<file path="src/rtl/assert_macros.svh">
// Assertion helpers shared by the RTL. Each expects clk and rst_n in scope.
`ifndef ASSERT_MACROS_SVH
`define ASSERT_MACROS_SVH

// Same-cycle implication, checked outside reset
`define ASSERT_SAME(label, ante, cons, msg) \
  label: assert property (@(posedge clk) disable iff (!rst_n) (ante) |-> (cons)) \
    else $error(msg);

// Next-cycle implication, checked outside reset
`define ASSERT_NEXT(label, ante, cons, msg) \
  label: assert property (@(posedge clk) disable iff (!rst_n) (ante) |=> (cons)) \
    else $error(msg);

`endif

</file>
<file path="src/rtl/bttj_pkg.sv">
`timescale 1ns / 1ps

package bttj_pkg;

  // Field widths
  localparam int TAG_W     = 6;
  localparam int MOM_W     = 16;
  localparam int OUT_IDX_W = 6;
  localparam int IN_DATA_W  = 24;
  localparam int OUT_DATA_W = 16;

  // Default jet limit per event
  localparam int MAX_JETS_DEF = 64;

  // Medium tag bit masks
  localparam logic [TAG_W-1:0] TAG_MASK_LOOSE = 6'b000010;
  localparam logic [TAG_W-1:0] TAG_MASK_ALT   = 6'b010000;

  // One input jet word
  typedef struct packed {
    logic             last_jet;
    logic [MOM_W-1:0] jet_momentum;
    logic [TAG_W-1:0] tag_bits;
  } in_word_t;

  // One event result, found in the lowest bit
  typedef struct packed {
    logic                 overflow;
    logic [OUT_IDX_W-1:0] sublead_index;
    logic [OUT_IDX_W-1:0] lead_index;
    logic                 found;
  } rslt_t;

endpackage

</file>
<file path="src/rtl/bttj_in_reg.sv">
`timescale 1ns / 1ps

// Input register: holds one jet word until the ranking stage takes it.
module bttj_in_reg (
  input  logic              clk,
  input  logic              rst_n,
  input  logic              in_tvalid,
  output logic              in_tready,
  input  bttj_pkg::in_word_t in_word,
  input  logic              take,
  output logic              vld,
  output bttj_pkg::in_word_t word
);

  logic               vld_r, vld_nxt;
  bttj_pkg::in_word_t word_r;

  // free when empty or emptied this cycle
  assign in_tready = !vld_r || take;
  assign vld_nxt   = in_tvalid ? 1'b1 : (take ? 1'b0 : vld_r);

  always_ff @(posedge clk) begin
    if (!rst_n) begin
      vld_r <= 1'b0;
    end else if (in_tready) begin
      vld_r <= vld_nxt;
    end
  end

  always_ff @(posedge clk) begin
    if (in_tvalid && in_tready) begin
      word_r <= in_word;
    end
  end

  assign vld  = vld_r;
  assign word = word_r;

endmodule

</file>
<file path="src/rtl/bttj_rank.sv">
`timescale 1ns / 1ps

`include "assert_macros.svh"

// Event state: best and second-best jet, one compare-and-update per word.
module bttj_rank #(
  parameter int MAX_JETS = bttj_pkg::MAX_JETS_DEF
) (
  input  logic               clk,
  input  logic               rst_n,
  input  logic               process,
  input  bttj_pkg::in_word_t word,
  input  logic               use_mtd,
  output bttj_pkg::rslt_t    rslt
);

  localparam int CNT_W = $clog2(MAX_JETS + 1);
  localparam int IW    = bttj_pkg::OUT_IDX_W;
  localparam int MW    = bttj_pkg::MOM_W;

  logic [CNT_W-1:0] jet_count_r, jet_count_nxt, jet_count_upd;
  logic             second_valid_r, second_valid_nxt, second_valid_upd;
  logic             overflow_seen_r, overflow_seen_nxt, overflow_seen_upd;
  logic [IW-1:0]    best_index_r, best_index_nxt;
  logic             best_tag_r, best_tag_nxt;
  logic [MW-1:0]    best_momentum_r, best_momentum_nxt;
  logic [IW-1:0]    second_index_r, second_index_nxt;
  logic             second_tag_r, second_tag_nxt;
  logic [MW-1:0]    second_momentum_r, second_momentum_nxt;

  logic             tag_new;
  logic [IW-1:0]    idx_new;
  logic             full;
  logic             beats_best;
  logic             beats_second;

  // strict key order: tag, then momentum
  function automatic logic key_gt(input logic ta, input logic [MW-1:0] ma,
                                  input logic tb, input logic [MW-1:0] mb);
    logic r;
    if (ta != tb) begin
      r = ta;
    end else begin
      r = (ma > mb);
    end
    return r;
  endfunction

  assign tag_new = use_mtd ? |(word.tag_bits & bttj_pkg::TAG_MASK_ALT)
                           : |(word.tag_bits & bttj_pkg::TAG_MASK_LOOSE);
  assign idx_new = IW'(jet_count_r);
  assign full    = (jet_count_r == CNT_W'(MAX_JETS));

  assign beats_best   = key_gt(tag_new, word.jet_momentum, best_tag_r, best_momentum_r);
  assign beats_second = key_gt(tag_new, word.jet_momentum, second_tag_r, second_momentum_r);

  // single-pass update of the two slots
  always_comb begin
    jet_count_upd       = jet_count_r;
    second_valid_upd    = second_valid_r;
    overflow_seen_upd   = overflow_seen_r;
    best_index_nxt      = best_index_r;
    best_tag_nxt        = best_tag_r;
    best_momentum_nxt   = best_momentum_r;
    second_index_nxt    = second_index_r;
    second_tag_nxt      = second_tag_r;
    second_momentum_nxt = second_momentum_r;
    if (process) begin
      if (full) begin
        overflow_seen_upd = 1'b1;
      end else begin
        priority if (jet_count_r == '0) begin
          best_index_nxt    = idx_new;
          best_tag_nxt      = tag_new;
          best_momentum_nxt = word.jet_momentum;
        end else if (beats_best) begin
          second_valid_upd    = 1'b1;
          second_index_nxt    = best_index_r;
          second_tag_nxt      = best_tag_r;
          second_momentum_nxt = best_momentum_r;
          best_index_nxt      = idx_new;
          best_tag_nxt        = tag_new;
          best_momentum_nxt   = word.jet_momentum;
        end else if (!second_valid_r || beats_second) begin
          second_valid_upd    = 1'b1;
          second_index_nxt    = idx_new;
          second_tag_nxt      = tag_new;
          second_momentum_nxt = word.jet_momentum;
        end else begin
          second_valid_upd = second_valid_r;
        end
        jet_count_upd = jet_count_r + CNT_W'(1);
      end
    end
  end

  // result from the updated slots; a tie in momentum makes the second the lead
  always_comb begin
    rslt.found         = second_valid_upd;
    rslt.overflow      = overflow_seen_upd;
    rslt.lead_index    = '0;
    rslt.sublead_index = '0;
    if (second_valid_upd) begin
      if (best_momentum_nxt > second_momentum_nxt) begin
        rslt.lead_index    = best_index_nxt;
        rslt.sublead_index = second_index_nxt;
      end else begin
        rslt.lead_index    = second_index_nxt;
        rslt.sublead_index = best_index_nxt;
      end
    end
  end

  // last jet closes the event
  always_comb begin
    jet_count_nxt     = jet_count_upd;
    second_valid_nxt  = second_valid_upd;
    overflow_seen_nxt = overflow_seen_upd;
    if (process && word.last_jet) begin
      jet_count_nxt     = '0;
      second_valid_nxt  = 1'b0;
      overflow_seen_nxt = 1'b0;
    end
  end

  always_ff @(posedge clk) begin
    if (!rst_n) begin
      jet_count_r     <= '0;
      second_valid_r  <= 1'b0;
      overflow_seen_r <= 1'b0;
    end else begin
      jet_count_r     <= jet_count_nxt;
      second_valid_r  <= second_valid_nxt;
      overflow_seen_r <= overflow_seen_nxt;
    end
  end

  always_ff @(posedge clk) begin
    best_index_r      <= best_index_nxt;
    best_tag_r        <= best_tag_nxt;
    best_momentum_r   <= best_momentum_nxt;
    second_index_r    <= second_index_nxt;
    second_tag_r      <= second_tag_nxt;
    second_momentum_r <= second_momentum_nxt;
  end

  `ASSERT_SAME(a_cnt_bound, 1'b1, jet_count_r <= CNT_W'(MAX_JETS), "jet count beyond limit")
  `ASSERT_SAME(a_second_cnt, second_valid_r, jet_count_r >= CNT_W'(2), "second slot with < 2 jets")
  `ASSERT_NEXT(a_event_clr, process && word.last_jet,
               jet_count_r == '0 && !second_valid_r && !overflow_seen_r, "event not cleared")

endmodule

</file>
<file path="src/rtl/best_two_tagged_jet_select.sv">
`timescale 1ns / 1ps

`include "assert_macros.svh"

// Best-two tagged jet selector.
// Jets of one event stream in on the in_ channel, one word per jet; in_tlast
// marks the final jet. Each jet is ranked by its medium tag bit (bit 1, or
// bit 4 when use_mtd is set through cfg_we/cfg_wdata) and then by momentum.
// On the last jet one result word leaves on the out_ channel: found flag,
// lead and sublead indices, and an overflow flag for jets past MAX_JETS.
// A jet is registered on entry and ranked when it leaves the input register;
// the result word is registered when the last jet is ranked.
// Throughput: one jet per cycle while no last jet waits on a held result, set
// by the single compare-and-update of the two held slots; the result register
// frees the input side while a finished word waits.
// When out_tready is low with a result held, non-last jets still flow; a
// last jet waits in the input register, and in_tready drops once it is full.
// Reset (rst_n low, synchronous) empties both registers, clears the event
// state and sets use_mtd to 0.
module best_two_tagged_jet_select #(
  parameter int MAX_JETS = bttj_pkg::MAX_JETS_DEF
) (
  input  logic                            clk,
  input  logic                            rst_n,
  input  logic                            cfg_we,
  input  logic                            cfg_wdata,
  input  logic                            in_tvalid,
  output logic                            in_tready,
  input  logic [bttj_pkg::IN_DATA_W-1:0]  in_tdata,  // tag_bits[5:0], jet_momentum[21:6], 0
  input  logic                            in_tlast,  // last_jet
  output logic                            out_tvalid,
  input  logic                            out_tready,
  output logic [bttj_pkg::OUT_DATA_W-1:0] out_tdata  // found[0], lead_index[6:1],
                                                     // sublead_index[12:7], overflow[13], 0
);

  localparam int TW = bttj_pkg::TAG_W;
  localparam int MW = bttj_pkg::MOM_W;

  logic               use_mtd_r;
  bttj_pkg::in_word_t in_word;
  bttj_pkg::in_word_t word;
  logic               word_vld;
  logic               out_free;
  logic               take;
  logic               load;
  bttj_pkg::rslt_t    rslt;
  bttj_pkg::rslt_t    rslt_r;
  logic               out_vld_r, out_vld_nxt;

  // configuration register
  always_ff @(posedge clk) begin
    if (!rst_n) begin
      use_mtd_r <= 1'b0;
    end else if (cfg_we) begin
      use_mtd_r <= cfg_wdata;
    end
  end

  // unpack the input word
  assign in_word.tag_bits     = in_tdata[TW-1:0];
  assign in_word.jet_momentum = in_tdata[TW+MW-1:TW];
  assign in_word.last_jet     = in_tlast;

  bttj_in_reg u_in_reg (
    .clk       (clk),
    .rst_n     (rst_n),
    .in_tvalid (in_tvalid),
    .in_tready (in_tready),
    .in_word   (in_word),
    .take      (take),
    .vld       (word_vld),
    .word      (word)
  );

  // a last jet needs room in the result register
  assign out_free = !out_vld_r || out_tready;
  assign take     = word_vld && (!word.last_jet || out_free);
  assign load     = take && word.last_jet;

  bttj_rank #(
    .MAX_JETS (MAX_JETS)
  ) u_rank (
    .clk     (clk),
    .rst_n   (rst_n),
    .process (take),
    .word    (word),
    .use_mtd (use_mtd_r),
    .rslt    (rslt)
  );

  // result register
  assign out_vld_nxt = load ? 1'b1 : (out_tready ? 1'b0 : out_vld_r);

  always_ff @(posedge clk) begin
    if (!rst_n) begin
      out_vld_r <= 1'b0;
    end else begin
      out_vld_r <= out_vld_nxt;
    end
  end

  always_ff @(posedge clk) begin
    if (load) begin
      rslt_r <= rslt;
    end
  end

  assign out_tvalid = out_vld_r;
  assign out_tdata  = {{(bttj_pkg::OUT_DATA_W - $bits(bttj_pkg::rslt_t)){1'b0}}, rslt_r};

  `ASSERT_SAME(a_load_room, load, !out_vld_r || out_tready, "result overwritten")
  `ASSERT_NEXT(a_out_src, !out_vld_r && !load, !out_tvalid, "result word without last jet")
  `ASSERT_SAME(a_stall_src, !in_tready, word_vld && word.last_jet && out_vld_r && !out_tready,
               "input stalled without cause")

endmodule

</file>
<file path="config.mk">
export PLATFORM = sky130hd
export DESIGN_NAME = best_two_tagged_jet_select
export DESIGN_NICKNAME = d
export VERILOG_FILES = /design/src/rtl/bttj_pkg.sv /design/src/rtl/bttj_in_reg.sv /design/src/rtl/bttj_rank.sv /design/src/rtl/best_two_tagged_jet_select.sv
export VERILOG_INCLUDE_DIRS = /design/src /design/src/rtl
export SDC_FILE = /design/constraint.sdc
export NUM_CORES = 1
export LEC_CHECK = 0
export BUFFER_PORTS_ARGS = -buffer_cell sky130_fd_sc_hd__buf_2
export CAP_MARGIN = 20
export CORE_MARGIN = 2
export CORE_UTILIZATION = 59
export DETAILED_ROUTE_END_ITERATION = 8
export HOLD_SLACK_MARGIN = 0.05
export PLACE_DENSITY_LB_ADDON = 0.2
export SYNTH_ARGS = -nofsm -noshare
export SYNTH_HDL_FRONTEND = slang
export SYNTH_SLANG_ARGS = --single-unit
</file>
<file path="constraint.sdc">
create_clock -name clk -period 5.2 [get_ports clk]
set_input_delay 0.78 -clock clk [delete_from_list [all_inputs] [get_ports clk]]
set_output_delay 0.78 -clock clk [all_outputs]
set_load 0.02 [all_outputs]
</file>
; Word-level counts from Yosys, hierarchy flattened
; Index checks and enable logic that the tools add are counted.
[op_classes]
n_mul = 0
muxes = 37
bitwise_logic = 3
magnitude_cmp = 3
add_sub_neg = 1
shift = 0
eq_ne = 3
n_reduce_logical = 21
n_div = 0
[ops]
columns = cell, count
row1 = 2-to-1 mux 16 bit, 9
row2 = 2-to-1 mux 6 bit, 9
row3 = greater-than comparator 16 bit, 3
row4 = 2-to-1 mux 1 bit, 18
row5 = 2-to-1 mux 12 bit, 1
row6 = nonzero test 2 bit, 4
row7 = "adder 7 x 1 -> 7 bit, second input constant", 1
row8 = "equality test 7 bit, second input constant", 1
row9 = logical NOT 7 bit, 1
row10 = logical NOT 1 bit, 4
row11 = logical OR 1 bit, 4
row12 = AND reduction 2 bit, 2
row13 = AND reduction 4 bit, 1
row14 = logical AND 1 bit, 3
row15 = inverter 1 bit, 3
row16 = AND reduction 3 bit, 1
row17 = inequality test 1 bit, 2
row18 = OR reduction 2 bit, 1
[word_totals]
rom_bits = 0
register_bits = 94
n_memories = 0
wordCells = 87
ramBits = 0
inputBits = 31
latch_bits = 0

; Longest topological paths before layout
; Gate-level depths: netlist (run 1).
[depth]
depth_word = 11
ltp_mapped = 21

; Cells and area by module
; From an unflattened synthesis (run 1), not the netlist that was laid out.
[hier_totals]
hier_cells = 487
area_unflattened_um2 = 5046.1
[by_module_without_submodules]
columns = module, area_per_inst_um2, seq_area_each_um2, cells_each, instances
row1 = bttj_rank, 3767.4, 1121.1, 432, 1
row2 = bttj_in_reg, 748.2, 710.7, 28, 1
row3 = best_two_tagged_jet_select, 530.5, 460.4, 27, 1

; Worst setup path after synthesis (run 1)
; Ideal clock, no wire load.
[synth_path]
path_kind = register to register
startpoint = register u_in_reg.word_r, in the netlist u_in_reg.word[19]
endpoint = register rslt_r, in the netlist out_tdata[1], data pin
path_stages_with_launch = 19
period_less_slack_ps = 4185
arrival_ps = 3916
setup_slack_ps = 1015
n_path_buf = 2
t_required_ps = 4931
cell_sequence = edfxtp_1 ha_1 nand4_1 or3_1 a21o_1 a41oi_4 or2b_4 o21ai_2 buf_6 buf_6 o21a_1 ha_1 and3_1 nand4_1 or2_2 o221ai_1 o31ai_1 nand2_1 o22ai_1
[synth_between]
elab_chain_len = 10
elab_cells_between_ends = 30
cone_classes = order compare (3) / mux (26) / reduce/logical (1)
[synth_lines]
columns = element, line_no
row1 = "start, declared", bttj_in_reg.sv:16  ; bttj_pkg::in_word_t word_r;
row2 = "start signal, assigned", bttj_in_reg.sv:32  ; word_r <= in_word;
row3 = greater-than comparator 16 bit, bttj_rank.sv:44  ; r = (ma > mb);
row4 = 2-to-1 mux 1 bit, bttj_rank.sv:41  ; if (ta != tb) begin
row5 = logical OR 1 bit, bttj_rank.sv:84  ; end else if (!second_valid_r || beats_second) begin
row6 = 2-to-1 mux 16 bit, bttj_rank.sv:84
row7 = 2-to-1 mux 16 bit, bttj_rank.sv:76  ; end else if (beats_best) begin
row8 = 2-to-1 mux 16 bit, bttj_rank.sv:72  ; priority if (jet_count_r == '0) begin
row9 = 2-to-1 mux 16 bit, bttj_rank.sv:69  ; if (full) begin
row10 = 2-to-1 mux 16 bit, bttj_rank.sv:68  ; if (process) begin
row11 = greater-than comparator 16 bit, bttj_rank.sv:104  ; if (best_momentum_nxt > second_momentum_nxt) begin
row12 = 2-to-1 mux 12 bit, bttj_rank.sv:104
row13 = "end signal, assigned", best_two_tagged_jet_select.sv:105  ; rslt_r <= rslt;
row14 = "end, declared", best_two_tagged_jet_select.sv:48  ; bttj_pkg::rslt_t rslt_r;
; Several ways; a longest one is shown, not always the timed one.
; A chain may end at the register's enable or synchronous reset.

; Final worst setup path (run 1)
[layout_path]
startpoint = register u_in_reg.word_r, in the netlist u_in_reg.word[21]
endpoint = register rslt_r, in the netlist out_tdata[11], data pin
[layout_between]
elab_cells_between_ends = 30
cone_classes = order compare (3) / mux (26) / reduce/logical (1)
[layout_lines]
columns = element, line_no
row1 = greater-than comparator 16 bit, bttj_rank.sv:44
row2 = 2-to-1 mux 1 bit, bttj_rank.sv:41
row3 = 2-to-1 mux 16 bit, bttj_rank.sv:76
row4 = 2-to-1 mux 16 bit, bttj_rank.sv:72
row5 = 2-to-1 mux 16 bit, bttj_rank.sv:69
row6 = 2-to-1 mux 16 bit, bttj_rank.sv:68
row7 = net u_rank.best_momentum_nxt[1], bttj_rank.sv:26  ; logic [MW-1:0] best_momentum_r, best_momentum_nxt;
row8 = greater-than comparator 16 bit, bttj_rank.sv:104
row9 = 2-to-1 mux 12 bit, bttj_rank.sv:104
; The timed path passes the listed nets, and every way through them passes these cells.

==> reports/metrics.csv, run 1 <==
stage;metric;value;unit
status;status;finished, final reports clean;
synthesis;synth_ff_type;dfxtp_1;
sta;setup_viol;0;
routing;drc;0;
placement;io_buffers;40;
synthesis;yosysTopAreaCellShare;22.8;%
die;start_util;60.3;%
sta;drv_slew;0;
critical_path;cp_max_fo;31;
synthesis;synth-seq-cells;91;
routing;wirelength;10200;µm
critical_path;crit_chain;ha_1 > nand4_1 > or3_1 > a21o_1 > a41oi_4 > o21ai_4 > inv_1 > buf_4 > o21ai_0 > ha_1 > nor2b_1 > o21ai_0 > nand2b_1 > a31oi_1 > o221ai_1 > o31ai_1 > nand2_1 > o22ai_1;
routing;vias;3774;
power;power;2.13;mW
critical_path;crit_type;reg2reg;
synthesis;synth_area_leader_cell;dfxtp_1;
sta;fin_skew;9.21;ps
sta;clock.fmax;204;MHz
grt;grt_pass1_wl;16700;µm
power;comb_power_share;35.2;%
min_path;hold_class;reg2reg;
power;switchingPower;765;µW
clock_tree;tritoncts;done;
sta;period_needed;4900;ps
die;die_x;95.2;µm
cells_and_area;drive_above_1_share;13.7;%
cells_and_area;stdcell_area;0.00539;mm²
die;num_rows;33;
critical_path;critPathSlowestCell;edfxtp_1;
synthesis;synth_edf_count;35;
critical_path;slowest_delay;470;ps
synthesis;synth_cells;501;
clock_tree;cts_buffer_depth;2;
synthesis;yosysWarnings;0;
synthesis;syn-cell-area;0.00491;mm²
routing;dr.pass1.iters;4;
critical_path;cp.required;5400;ps
clock_tree;cts_hold_buf;0;
placement;hpwl;7390;µm
synthesis;ys_types;56;
power;switching_share;36.0;%
cells_and_area;area_growth;9.81;%
flow_run;max-cap-violations;0;
die;core_area;0.00813;mm²
synthesis;syn_area_per_cell;9.80;µm²
synthesis;ys_async_sr_fraction;0;%
power;power_frac_clock;21.5;%
sta;rsz0062_at_grt;no;
critical_path;cp-end-kind;flip-flop;
synthesis;ys_top_cells_by_area;dfxtp_1 23%, edfxtp_1 21%, ha_1 13%;
grt;grt_pass1_vias;3624;
sta;relSlewSlack;50.8;%
clock_tree;clkLatencyLatePin;360;ps
clock_tree;postCtsSetupBuffers;0;
synthesis;seq_area_frac_synth;44.3;%
routing;via_per_inst;5.77;
sta;worst_pin_slew;732;ps
power;p_int;1.36;mW
sta;layout_setup_ws;301;ps
placement;postPlaceCellArea;0.00520;mm²
power;p_seq_share;43.2;%
placement;place_ws;370;ps
cells_and_area;fin_nets;625;
routing;avgRoutedWirePerCell;15.6;µm
clock_tree;cts_resized;0;
clock_tree;clk_root_buffer_cell;clkbuf_8;
placement;place.gp.congestion;0.881;
clock_tree;cts_sinks;91;
sta;post-route-period-util;94.2;%
cells_and_area;num_antenna_cells;0;
grt;grt_usage;23.8;%
power;ir_drop;157;µV
die;design.die.area;0.00906;mm²
clock_tree;htree_levels;3;
clock_tree;cts_buffers;9;
critical_path;critPathLaunchType;flip-flop;
routing;drt_iter0_markers;188;
clock_tree;path_clk_slew;90;ps
grt;grt_start_max_net_pins;48;
grt;overflow;0;
sta;setup_tns;0;ps
die;ios;49;
sta;hold_viol;0;
power;power.density;394;mW/mm²
critical_path;crit_arrival;5100;ps
routing;ant_nets;0;
die;die_height;95.2;µm
cells_and_area;utilization;66.3;%
grt;antenna_found_initial;0;
power;leakagePower;2.32;nW
-- cell families after synthesis --
| logic type | synth area share (%) |
|---|---|
| AO/OA/AOI/OAI | 18.7 |
| flip-flops | 44.3 |
| XOR/XNOR | 0.714 |
| buffers and inverters | 6.60 |
| adder cells (fa/ha/maj) | 13.2 |
| other | 0.0764 |
| multiplexers | 4.56 |
| AND/OR/NAND/NOR | 12.0 |
-- path summary, 6_finish.rpt --
check,slack [ps],cells past startpoint,to,startpoint
max,300,18,out_tdata[11]$_SDFFCE_PN0P_,u_in_reg.word[21]$_DFFE_PP_
min,490,2,u_rank.second_momentum_r[12]$_DFF_P_,u_rank.second_momentum_r[12]$_DFF_P_
max reg2reg,300,18,out_tdata[11]$_SDFFCE_PN0P_,u_in_reg.word[21]$_DFFE_PP_
min reg2reg,490,2,u_rank.second_momentum_r[12]$_DFF_P_,u_rank.second_momentum_r[12]$_DFF_P_
-- registers in the layout (all words and copies together) (netlist names) --
| name | flops |
|---|---|
| u_rank.best_index_r | 6 |
| u_in_reg.vld | 1 |
| u_rank.overflow_seen_r | 1 |
| out_tvalid | 1 |
| out_tdata | 14 |
| use_mtd_r | 1 |
| u_rank.second_index_r | 6 |
| u_rank.best_momentum_r | 16 |
| u_rank.second_valid_r | 1 |
| u_in_reg.word | 19 |
| u_rank.second_tag_r | 1 |
| u_rank.second_momentum_r | 16 |
| u_rank.best_tag_r | 1 |
| u_rank.jet_count_r | 7 |
-- per-stage QoR --
| step | hold WS (ps) | std cells |
|---|---|---|
| floorplan | 443 | 502 |
| global placement | 457 | 638 |
| detailed placement | 471 | 638 |
| CTS | 493 | 654 |
| global route | 529 | 654 |
| finish | 487 | 654 |
-- layout by cell type (no fill, tap or decap), types with 4 or more instances in the layout --
cell type | Yosys | routed
nor3b_1 | 4 | 4
dfxtp_1 | 56 | 56
nor2_1 | 15 | 15
o21a_1 | 15 | 15
nor2b_1 | 9 | 9
buf_2 | 4 | 40
clkbuf_8 | 0 | 10
ha_1 | 50 | 50
nand2_1 | 55 | 55
nand4_1 | 13 | 13
buf_4 | 4 | 6
o211ai_1 | 4 | 4
o21ai_0 | 44 | 44
mux2i_1 | 21 | 21
edfxtp_1 | 35 | 35
a21o_1 | 7 | 7
o22ai_1 | 8 | 8
inv_1 | 55 | 55
a21oi_1 | 27 | 27
nor4_1 | 4 | 4
-- per-layer routing --
layer  wire length (µm)  share of wire, %  GRT usage [%]  vias up
li1                   -                 -              -     1884
met2               4740                46           38.6      101
met5                  0                 0              0        -
met1               4770                47           31.8     1771
met3                510               5.0           5.22       18
met4                204               2.0           7.73        0
-- critical path, delay by kind of cell, from the launching register on --
family	cells	cell delay [ps]
AO/OA/AOI/OAI	9	1920
AND/OR/NAND/NOR	5	1240
buffers and inverters	2	380
flip-flops	1	470
adder cells (fa/ha/maj)	2	700
-- power by group through the flow --
stage,sequential [mW],clock [mW],combinational (mW)
3_3_place_gp,0.929,0,0.706
3_5_place_dp,0.934,0,0.732
5_1_grt,0.931,0.493,0.852
2_1_floorplan,0.921,0,0.555
6_report,0.919,0.458,0.749
4_1_cts,0.918,0.464,0.746
-- cells in the mapped netlist (3+ instances only) --
library cell	instances
nand4_1	13
o211ai_1	4
buf_4	4
mux2i_1	21
o21ai_0	44
a22o_1	3
edfxtp_1	35
dfxtp_1	56
nor3b_1	4
nor2b_1	9
clkbuf_1	3
ha_1	50
buf_2	4
a211oi_1	3
or3_1	3
o22ai_1	8
and3_1	3
o21a_1	15
a21o_1	7
o31a_1	3
nand2b_1	3
nor2_1	15
inv_1	55
nor4_1	4
xor2_1	3
nand3_1	3
nand2_1	55
a22oi_1	3
buf_6	5
a21oi_1	27
-- final cells by class --
cell class                      instances  area (µm²)
Fill cell                             663        2740
Multi-Input combinational cell        340        2430
Sequential cell                        91        2170
Timing Repair Buffer                   47         265
Inverter                               55         206
Clock buffer                           10         138
Tap cell                              105         131
Clock inverter                          6        47.5
Power figures use the tool's default switching activity.
==> run 2, diff against run 1 <==
- CORE_UTILIZATION: 59 -> 60
- SYNTH_HIERARCHICAL: default -> 1
==> reports/metrics.csv, run 2 <==
stage;metric;value;unit;change
clock_tree;clkLatencyLatePin;350;ps;about the same
cells_and_area;multiInputGateArea;0.00246;mm²;+1.2%
power;power.density;420;mW/mm²;+6.6%
cells_and_area;drive_above_1_share;17.6;%;+4.0 points
critical_path;critPathLaunchType;flip-flop;;
die;ios;49;;unchanged
die;core_area;0.00809;mm²;-0.51%
clock_tree;path_clk_slew;90;ps;about the same
critical_path;cp.required;5300;ps;-100 ps
synthesis;syn-cell-area;0.00493;mm²;+0.36%
critical_path;rrSetupSlack;260;ps;-40 ps
cells_and_area;largest_reg_flops;19;;unchanged
routing;drt_iter0_markers;264;;+40%
routing;via_per_inst;6.04;;+4.7%
status;status;finished, final reports clean;;
critical_path;crit_buf_inv;1;;-1
routing;ant_nets;0;;unchanged
critical_path;r2r_cells;16;;-2
critical_path;r2r_start;u_in_reg/word[13]$_DFFE_PP_;;
cells_and_area;fin_nets;609;;-2.6%
grt;grt_pass1_wl;17400;µm;+4.6%
grt;grt_pass1_vias;3745;;+3.3%
sta;drv_slew;0;;unchanged
cells_and_area;final_common_cell;dfxtp_1;;
synthesis;synth_cells;483;;-3.6%
clock_tree;cts_hold_buf;0;;unchanged
critical_path;slowest_delay;540;ps;+70 ps
clock_tree;postCtsSetupBuffers;0;;unchanged
cells_and_area;num_antenna_cells;0;;unchanged
sta;setup_viol;0;;unchanged
min_path;min_from;out_tvalid$_SDFFE_PN0P_;;
cells_and_area;final_cell_mix;56 x dfxtp_1, 50 x ha_1, 47 x nand2_1, 47 x inv_1, 40 x buf_2;;
synthesis;syn_area_per_cell;10.2;µm²;+4.1%
sta;fin_skew;7.32;ps;-1.88 ps
sta;relSlewSlack;58.5;%;+7.7 points
flow_run;max-cap-violations;0;;unchanged
clock_tree;cts_buffer_depth;2;;unchanged
die;die_height;94.6;µm;-0.63%
routing;drc;0;;unchanged
sta;hold_viol;0;;unchanged
placement;hpwl;7680;µm;+3.9%
cells_and_area;num-fill-cells;665;;+0.30%
die;num_rows;33;;unchanged
die;die_x;94.6;µm;-0.63%
clock_tree;htree_levels;3;;unchanged
sta;whs;484;ps;-3.66 ps
placement;io_buffers;40;;unchanged
routing;avgRoutedWirePerCell;16.6;µm;+5.9%
sta;worst_pin_slew;618;ps;-113 ps
grt;grt_start_max_net_pins;32;;-33%
die;start_util;60.9;%;+0.52 points
critical_path;rr_endpoint;out_tdata[7]$_DFFE_PP_;;
sta;period_needed;4940;ps;+43.5 ps
power;power;2.30;mW;+8.0%
die;design.die.area;0.00895;mm²;-1.3%
critical_path;critPathTopFamily;compound AO/OA/AOI/OAI gates;;
min_path;hold_depth;2;;unchanged
clock_tree;clk_root_buffer_cell;clkbuf_8;;
grt;overflow;0;;unchanged
clock_tree;cts_sinks;91;;unchanged
cells_and_area;area_growth;10.9;%;
routing;vias;3853;;+2.1%
routing;dr.pass1.iters;5;;+1
critical_path;crit_type;reg2reg;;
cells_and_area;seq_area;0.00217;mm²;unchanged
power;ir_drop;208;µV;+33%
synthesis;yosysWarnings;6;;+6
sta;post-route-period-util;95.1;%;+0.84 points
clock_tree;cts_buffers;9;;unchanged
clock_tree;cts_resized;0;;unchanged
cells_and_area;utilization;67.5;%;+1.2 points
grt;antenna_found_initial;0;;unchanged
critical_path;crit_chain;ha_1 > nand2_1 > o21ai_0 > a211oi_2 > a31oi_4 > a21o_2 > buf_4 > a2bb2oi_1 > o22ai_1 > ha_1 > and4_1 > nand2_1 > nor3_1 > nor3_1 > o211a_1 > a311o_1;;
critical_path;cp_max_fo;11;;-65%
critical_path;crit_arrival;5040;ps;-60 ps
min_path;hold_class;reg2reg;;
grt;grt_usage;25.0;%;+1.2 points
placement;place.gp.congestion;0.904;;+2.7%
power;leakagePower;2.48;nW;+7.0%
clock_tree;tritoncts;done;;
sta;clock.fmax;202;MHz;-0.88%
critical_path;critPathSlowestCell;nor3_1;;
routing;wirelength;10600;µm;+3.3%
min_path;whs_endpoint;out_tvalid$_SDFFE_PN0P_;;
sta;setup_tns;0;ps;unchanged
sta;rsz0062_at_grt;no;;
critical_path;cp-end-kind;flip-flop;;
run 2: layout make-up:
type                            count  area share, %
Sequential cell                    91           39.8
Clock inverter                      5           1.42
Timing Repair Buffer               52           5.66
Clock buffer                       11           2.41
Multi-Input combinational cell    326           45.0
Tap cell                          105           2.41
Inverter                           48           3.30
run 2: worst max-delay path by stage:
stage / endpoint / cells after the start / startpoint
floorplan: out_tdata[1]$_DFFE_PP_ / 17 / u_in_reg/word[7]$_DFFE_PP_
global placement: out_tdata[8]$_DFFE_PP_ / 16 / u_in_reg/word[13]$_DFFE_PP_
detailed placement: out_tdata[7]$_DFFE_PP_ / 17 / u_in_reg/word[13]$_DFFE_PP_
CTS: out_tdata[7]$_DFFE_PP_ / 17 / u_in_reg/word[13]$_DFFE_PP_
global route: out_tdata[7]$_DFFE_PP_ / 17 / u_in_reg/word[21]$_DFFE_PP_
finish: out_tdata[7]$_DFFE_PP_ / 16 / u_in_reg/word[13]$_DFFE_PP_
run 2: layer usage:
layer	vias to the layer above	routed length, µm	track usage [%]	part of all wire [%]
met5	-	0	0	0
met4	0	119	5.80	1.1
met3	10	555	5.83	5.3
met2	103	4900	41.3	46
met1	1843	4990	33.6	47
li1	1897	-	-	-
run 2: tightest hold or removal path, stage by stage (launching register included):
cell	delay, ps
dfxtp_1	330
nand2b_1	70
a21boi_1	50
run 2: power by group:
part / switching (mW) / total (mW) / internal (mW)
clock network: 0.236 / 0.506 / 0.270
logic: 0.491 / 0.852 / 0.361
registers: 0.0639 / 0.938 / 0.874
run 2: through the flow:
step	cell area (µm²)	cells	setup slack, ps
finish	5460	638	257
global route	5460	638	20.3
CTS	5450	637	380
detailed placement	5240	621	439
global placement	5240	621	523
floorplan	4930	484	1020
